**config.mk**
```make
export PLATFORM = sky130hd
export DESIGN_NAME = mph_queue
export DESIGN_NICKNAME = d
export VERILOG_FILES = /design/src/hw/rtl/mph_pkg.sv /design/src/hw/rtl/mph_queue.sv
export VERILOG_INCLUDE_DIRS = /design/src /design/src/hw/rtl
export SDC_FILE = /design/constraint.sdc
export NUM_CORES = 1
export LEC_CHECK = 0
export BUFFER_PORTS_ARGS = -buffer_cell sky130_fd_sc_hd__buf_2
export CORE_MARGIN = 8
export CORE_UTILIZATION = 40
export CTS_CLUSTER_SIZE = 12
export DETAILED_ROUTE_END_ITERATION = 10
export GPL_TIMING_DRIVEN = 1
export MAX_ROUTING_LAYER = met4
export PLACE_DENSITY = 0.64
export SYNTH_ARGS = -nofsm -noshare
export SYNTH_HDL_FRONTEND = slang
export SYNTH_SLANG_ARGS = --single-unit
```
**constraint.sdc**
```tcl
create_clock -name i_clk -period 4.1 [get_ports i_clk]
set_input_delay 0.41 -clock i_clk [delete_from_list [all_inputs] [get_ports i_clk]]
set_output_delay 0.41 -clock i_clk [all_outputs]
set_load 0.1 [all_outputs]
```
**src/hw/rtl/median_predict_with_histogram_top_assert.svh**
```systemverilog
`ifndef MEDIAN_PREDICT_WITH_HISTOGRAM_TOP_ASSERT_SVH
`define MEDIAN_PREDICT_WITH_HISTOGRAM_TOP_ASSERT_SVH

// Assertion that holds in the same cycle as its condition.
`define MPH_ASSERT_NOW(lbl, clk, rst_n, ante, cons, msg) \
    lbl: assert property (@(posedge clk) disable iff (!(rst_n)) (ante) |-> (cons)) \
        else $error(msg);

// Assertion that holds in the cycle after its condition.
`define MPH_ASSERT_NEXT(lbl, clk, rst_n, ante, cons, msg) \
    lbl: assert property (@(posedge clk) disable iff (!(rst_n)) (ante) |=> (cons)) \
        else $error(msg);

`endif

```
**src/hw/rtl/mph_pkg.sv**
```systemverilog
package mph_pkg;

    // Field widths and fixed values.
    localparam int unsigned MAX_LINE_DEFAULT  = 4096;
    localparam int unsigned CFG_W             = 13;
    localparam int unsigned PIX_W             = 8;
    localparam int unsigned COUNT_W           = 32;
    localparam int unsigned HIST_BINS         = 256;
    localparam int unsigned LINE_LENGTH_RESET = 640;
    localparam logic [PIX_W-1:0]   BIAS       = 8'h80;
    localparam logic [COUNT_W-1:0] COUNT_MAX  = '1;

    // Queue depths between the parts of the block.
    localparam int unsigned JOB_DEPTH = 4;
    localparam int unsigned OUT_DEPTH = 3;

    typedef enum logic {
        ACT_PUSH = 1'b0,
        ACT_READ = 1'b1
    } t_action;

    typedef enum logic [1:0] {
        PRED_BIAS,
        PRED_LEFT,
        PRED_ABOVE,
        PRED_MEDIAN
    } t_pred;

    // One job handed from the front to the back. The key is the residual
    // for a pixel and the bin number for a histogram read.
    typedef struct packed {
        t_action          action;
        logic [PIX_W-1:0] key;
    } t_job;

    typedef struct packed {
        logic [PIX_W-1:0]   residual;
        logic [COUNT_W-1:0] count;
    } t_result;

    // Median of three unsigned values.
    function automatic logic [PIX_W-1:0] med3(input logic [PIX_W-1:0] a,
                                              input logic [PIX_W-1:0] b,
                                              input logic [PIX_W-1:0] c);
        logic [PIX_W-1:0] hi;
        logic [PIX_W-1:0] lo;
        logic [PIX_W-1:0] m;
        hi = (a > b) ? a : b;
        lo = (a < b) ? a : b;
        m  = (hi < c) ? hi : c;
        return (m > lo) ? m : lo;
    endfunction

endpackage

```
**src/hw/rtl/mph_queue.sv**
```systemverilog
`include "median_predict_with_histogram_top_assert.svh"

module mph_queue #(
    parameter int unsigned DEPTH = mph_pkg::JOB_DEPTH,
    parameter int unsigned WIDTH = $bits(mph_pkg::t_job)
) (
    input  logic                         i_clk,
    input  logic                         i_rst_n,
    input  logic                         i_push,
    input  logic [WIDTH-1:0]             i_push_data,
    input  logic                         i_pop,
    output logic [WIDTH-1:0]             o_head,
    output logic [$clog2(DEPTH+1)-1:0]   o_count
);

    localparam int unsigned AW = (DEPTH > 1) ? $clog2(DEPTH) : 1;
    localparam int unsigned CW = $clog2(DEPTH+1);

    logic [WIDTH-1:0] r_mem [DEPTH];
    logic [AW-1:0]    r_wr;
    logic [AW-1:0]    r_rd;
    logic [CW-1:0]    r_count;
    logic [AW-1:0]    n_wr;
    logic [AW-1:0]    n_rd;
    logic [CW-1:0]    n_count;

    // Pointer advance with wrap at the depth.
    always_comb begin
        n_wr    = r_wr;
        n_rd    = r_rd;
        n_count = r_count;
        if (i_push) begin
            n_wr = (r_wr == AW'(DEPTH-1)) ? '0 : r_wr + AW'(1);
        end
        if (i_pop) begin
            n_rd = (r_rd == AW'(DEPTH-1)) ? '0 : r_rd + AW'(1);
        end
        if (i_push && !i_pop) begin
            n_count = r_count + CW'(1);
        end else if (!i_push && i_pop) begin
            n_count = r_count - CW'(1);
        end
    end

    always_ff @(posedge i_clk) begin
        if (!i_rst_n) begin
            r_wr    <= '0;
            r_rd    <= '0;
            r_count <= '0;
        end else begin
            r_wr    <= n_wr;
            r_rd    <= n_rd;
            r_count <= n_count;
        end
    end

    // Storage holds payload only.
    always_ff @(posedge i_clk) begin
        if (i_push) begin
            r_mem[r_wr] <= i_push_data;
        end
    end

    assign o_head  = r_mem[r_rd];
    assign o_count = r_count;

    `MPH_ASSERT_NOW(a_queue_no_overflow, i_clk, i_rst_n, i_push && (r_count == CW'(DEPTH)), i_pop, "beat pushed into a full queue")
    `MPH_ASSERT_NOW(a_queue_no_underflow, i_clk, i_rst_n, i_pop, r_count != '0, "beat popped from an empty queue")

endmodule

```
# [Word-level counts from Yosys, hierarchy flattened]
# Memories as Yosys holds them, arrays and structs flattened. A register that Yosys moved wholly into a read port is not among the register bits.
# Index checks and enable logic that the tools add are counted.
[word_totals] reg_bits=7 mem_bits_rw=36 inputBits=13 out_inout_bits=12 wordCells=23 n_memories=1
[op_classes] addsub=4 n_eq_ne=2 n_mux=8 n_reduce_logical=5
[mem_list] memory="r_mem" words=4 word_bits=9 read_ports=1 rd_ports_with_merged_regs=1 write_ports=1 line="mph_queue.sv:19" rtl="logic [WIDTH-1:0] r_mem [DEPTH];"
[ops] op="2-to-1 mux 2 bit" count=4
[ops] op="2-to-1 mux 3 bit" count=2
[ops] op="adder 2 x 1 -> 2 bit (second input constant)" count=2
[ops] op="== test 2 bit (second input constant)" count=2
[ops] op="adder 3 x 1 -> 3 bit (second input constant)" count=1
[ops] op="subtractor 3 x 1 -> 3 bit (second input constant)" count=1
[ops] op="logical AND 1 bit" count=2
[ops] op="logical NOT 1 bit" count=2
[ops] op="2-to-1 mux 1 bit" count=2
[ops] op="nonzero test 2 bit" count=1

# [Logic depth before layout (Yosys ltp)]
[logic_depth] ltp_word=4 mapped_depth=7 ltp_nobuf=7

# [Least setup slack after synthesis]
# No wires, ideal clock.
[synth_timing] kind="register to register" startpoint="register r_count[0], in the netlist o_count[0]" endpoint="register r_count[2], in the netlist o_count[2]" setup_ns=0.070 arrival_time_ns=1.807 t_required_ns=4.030 slack_ns=2.223 stages_incl_launch_ff=5 synth_period_minus_slack_ns=1.877 path_cell_list="dfxtp_1 -> fa_1 -> xor2_1 -> or3_1 -> a21boi_1"
[synth_via] elab_chain_cells=3 elab_cells_between_ends=4 classes_between="add/sub (2); mux (2)"
[synth_rtl] item="from (decl)" line="mph_queue.sv:22" rtl="logic [CW-1:0] r_count;"
[synth_rtl] item="from (signal assigned)" line="mph_queue.sv:53" rtl="r_count <= n_count;"
[synth_rtl] item="subtractor 3 x 1 -> 3 bit" line="mph_queue.sv:41" rtl="n_count = r_count - CW'(1);"
[synth_rtl] item="2-to-1 mux 3 bit" line="mph_queue.sv:40" rtl="end else if (!i_push && i_pop) begin"
[synth_rtl] item="2-to-1 mux 3 bit (*)" line="mph_queue.sv:38" rtl="if (i_push && !i_pop) begin"
# Every way passes the cells marked *; elsewhere a longest branch is shown, timed or not. The select of a mux whose other input is x is not followed.
# A chain may end at the register's enable or synchronous reset.

==> results.toml <==
[layout]
flow.area_growth_from_synthesis_pct = 15.77
filler_cell_count = 369
antenna_cells = 0
layout-drive-gt1-share = 0.3361
finalNetCount = 138

[power]
p_per_area_mw_per_mm2 = 517.7
static-leakage-power_nw = 0.7383
power_total_mw = 1.046
vdd.ir_drop.worst_mv = 0.2708

[logic_synthesis]
syn_area_mm2 = 0.001745
ys_seq_elements = 45
sequential_cell_area_fraction_in_the_yosys_report = 0.7226
syn_area_per_cell_um2 = 19.61
yosysTopAreaCell = "sky130_fd_sc_hd__edfxtp_1"
ys_async_sr_fraction = 0
postSynthCellCount = 89
synth_most_common_cell = "sky130_fd_sc_hd__edfxtp_1"
synth-warning-count = 0
synth.lib_cells_used.distinct = 19
cell_types_with_the_highest_counts_after_synthesis = "sky130_fd_sc_hd__edfxtp_1 (36), sky130_fd_sc_hd__dfxtp_1 (9), sky130_fd_sc_hd__mux4_2 (9)"
number_of_synthesized_flops_with_an_enable_pin = 36
post-synth-top-area-fraction = 0.6194
main_area_contributors_after_synthesis = "sky130_fd_sc_hd__edfxtp_1 (62%), sky130_fd_sc_hd__mux4_2 (12%), sky130_fd_sc_hd__dfxtp_1 (10%)"
ys.flop_type = "sky130_fd_sc_hd__edfxtp_1"
synthesis.nets = 109

[floorplanning]
die_w_um = 82.06
i_o_pin_total = 25
die_h_um = 82.06
area_of_the_core_mm2 = 0.004264
die_area_mm2 = 0.006733
floorplan.initialDensity = 0.4093
num_rows = 24

[setup_path]
cp_data_arrival_time_ps = 1900
cp_slowest_cell = "sky130_fd_sc_hd__dfxtp_1"
startpoint_to_endpoint_class_of_the_critical_path = "reg -> out"
cp_cell_sequence = "mux4_2, buf_2"
path_delay_family = "flip-flops"
critical_path_peak_fanout = 9
crit_cells = 2
critical_path_sink_type = "output pin"
critical_path.startpoint_type = "flop"
critical_path_required_ps = 3690
reg2reg_depth = 4
largest_stage_delay_on_the_critical_path_ps = 720
path_buf_inv = 1

[clock_tree]
post-cts-setup-buffers = 0
cts_resized = 0
tritoncts = "done"
clkTransAtPathRegs_ps = 80
clock_insertion_delay_worst_skew_ps = 290
tritoncts.num_buffers = 5
cts.sinks = 45
clockRootBuffer = "sky130_fd_sc_hd__clkbuf_8"
cts_hold_repair.buffers = 0
ctsHtreeMaxLevel = 2
clk_path_buf_depth = 2

[place]
port-buffer-count = 24
dp.final_hpwl_um = 1941
place.gp.congestion = 0.6374

[route]
detailedRoute.firstIterationViolations = 61
postRouteAntennaNets = 0
vias_per_cell = 4.936
via_count = 844
route.detailed.drc = 0
detail_route.wl_per_cell_um = 16.15
drt-total-wl_um = 2762
detail_route.first_pass.iterations = 4

[grt]
number_of_antenna_violations_at_the_first_check_in_global_routing = 0
grt_overflow = 0
global_route.usage.total = 0.09683
grt_pass1_wl_um = 4554
grt_max_degree = 15
vias_in_the_first_global_route = 937

[worst_hold_path]
min_delay_path_depth = 1
hp-class = "in -> reg"

[sta]
finClkSkew_ps = 3.371
maxSlewHeadroom = 0.5877
timing.final.setup_violations = 0
slew_violations = 0
setup_repair_after_global_routing_missed_its_margin = "false"
worst_pin_slew_ps = 617.6
final.period_utilization = 0.5645
totalNegativeSetupSlack_ps = 0
layout_min_cycle_time_ps = 2314
clock.fmax_mhz = 432.1
hold_viol_final = 0

[job]
cap_viol_max_count = 0

[outcome]
outcome = "completed"
worst reg2reg max path, delay by kind of cell, from the launching register on:
kind,cells,cell delay [ps]
flops,1,350
simple gates,1,310
xor+xnor,1,150
fa+ha+maj,1,430
compound gates,1,140
report_power, final:
part           internal (mW)  total (mW)  switching, mW
Combinational         0.0497       0.214          0.164
Sequential             0.519       0.537         0.0173
Clock                  0.158       0.296          0.137
Total                  0.727        1.05          0.319
path summary, 6_finish.rpt:
kind / start / end / slack [ps]
min reg2reg: o_count[2]$_SDFFE_PN0P_ / o_count[2]$_SDFFE_PN0P_ / 490
min: i_push_data[8] / r_mem[3][8]$_DFFE_PP_ / 330
max reg2reg: o_count[0]$_SDFFE_PN0P_ / o_count[2]$_SDFFE_PN0P_ / 2650
max: flop / o_head[8] / 1790
cells by family after synthesis:
logic type                 after synthesis  share of synthesized area
muxes                                   13                     0.1391
and+or+nand+nor                         13                    0.04444
DFF                                     45                     0.7226
adders and majority gates                7                    0.05448
buffers and inverters                    6                    0.01792
AOI/OAI and AO/OA                        3                    0.01147
xor gates and xnor gates                 2                    0.01004
registers in the layout, summed over array words and instances (netlist names), named ones only:
register,cells
o_count,3
r_mem,36
r_rd,2
r_wr,2
layout make-up:
cell class / count / area (um^2) / area share
flip-flops and latches: 45 / 1261 / 0.6241
multi-input cells: 38 / 452.9 / 0.2241
repair buffers: 24 / 120.1 / 0.05944
clock buffers: 7 / 97.59 / 0.04830
well taps: 52 / 65.06 / 0.03220
inverters: 4 / 15.01 / 0.007430
clock inverters: 1 / 8.758 / 0.004334
metal layers:
layer	wire, um	vias to the layer above	global-route usage
met1	1146	414	0.1066
li1	-	399	-
met5	0	-	-
met4	45	0	0.03684
met2	1354	25	0.1484
met3	216	6	0.04705
cells in the final DEF (no fill, tap or decap):
| master | netlist | final |
|---|---|---|
| sky130_fd_sc_hd__a21boi_1 | 1 | 1 |
| sky130_fd_sc_hd__and2_1 | 5 | 5 |
| sky130_fd_sc_hd__buf_2 | 0 | 24 |
| sky130_fd_sc_hd__clkbuf_1 | 0 | 1 |
| sky130_fd_sc_hd__clkbuf_16 | 0 | 1 |
| sky130_fd_sc_hd__clkbuf_8 | 0 | 5 |
| sky130_fd_sc_hd__clkinv_4 | 0 | 1 |
| sky130_fd_sc_hd__dfxtp_1 | 9 | 9 |
| sky130_fd_sc_hd__edfxtp_1 | 36 | 36 |
| sky130_fd_sc_hd__fa_1 | 1 | 1 |
| sky130_fd_sc_hd__ha_1 | 6 | 6 |
| sky130_fd_sc_hd__inv_1 | 4 | 4 |
| sky130_fd_sc_hd__mux2i_1 | 4 | 4 |
| sky130_fd_sc_hd__mux4_2 | 9 | 9 |
| sky130_fd_sc_hd__nor2_1 | 1 | 1 |
| sky130_fd_sc_hd__nor2b_1 | 5 | 5 |
| sky130_fd_sc_hd__nor3_1 | 1 | 1 |
| sky130_fd_sc_hd__o21a_1 | 1 | 1 |
| sky130_fd_sc_hd__o21ai_0 | 1 | 1 |
| sky130_fd_sc_hd__or3_1 | 1 | 1 |
| sky130_fd_sc_hd__xnor2_1 | 1 | 1 |
| sky130_fd_sc_hd__xor2_1 | 1 | 1 |
stage by stage:
step	area (um^2)	hold WS, ps	cells	setup WS [ps]	utilization
6_report	2021	331.4	171	1786	0.4739
3_3_place_gp	1914	471.9	163	2082	0.4489
4_1_cts	2021	318.3	171	1714	0.4739
3_5_place_dp	1914	474.9	163	2056	0.4489
5_1_grt	2021	319.1	171	1626	0.4739
2_1_floorplan	1745	508.9	89	2223	-
Power figures use the tool's default switching activity.
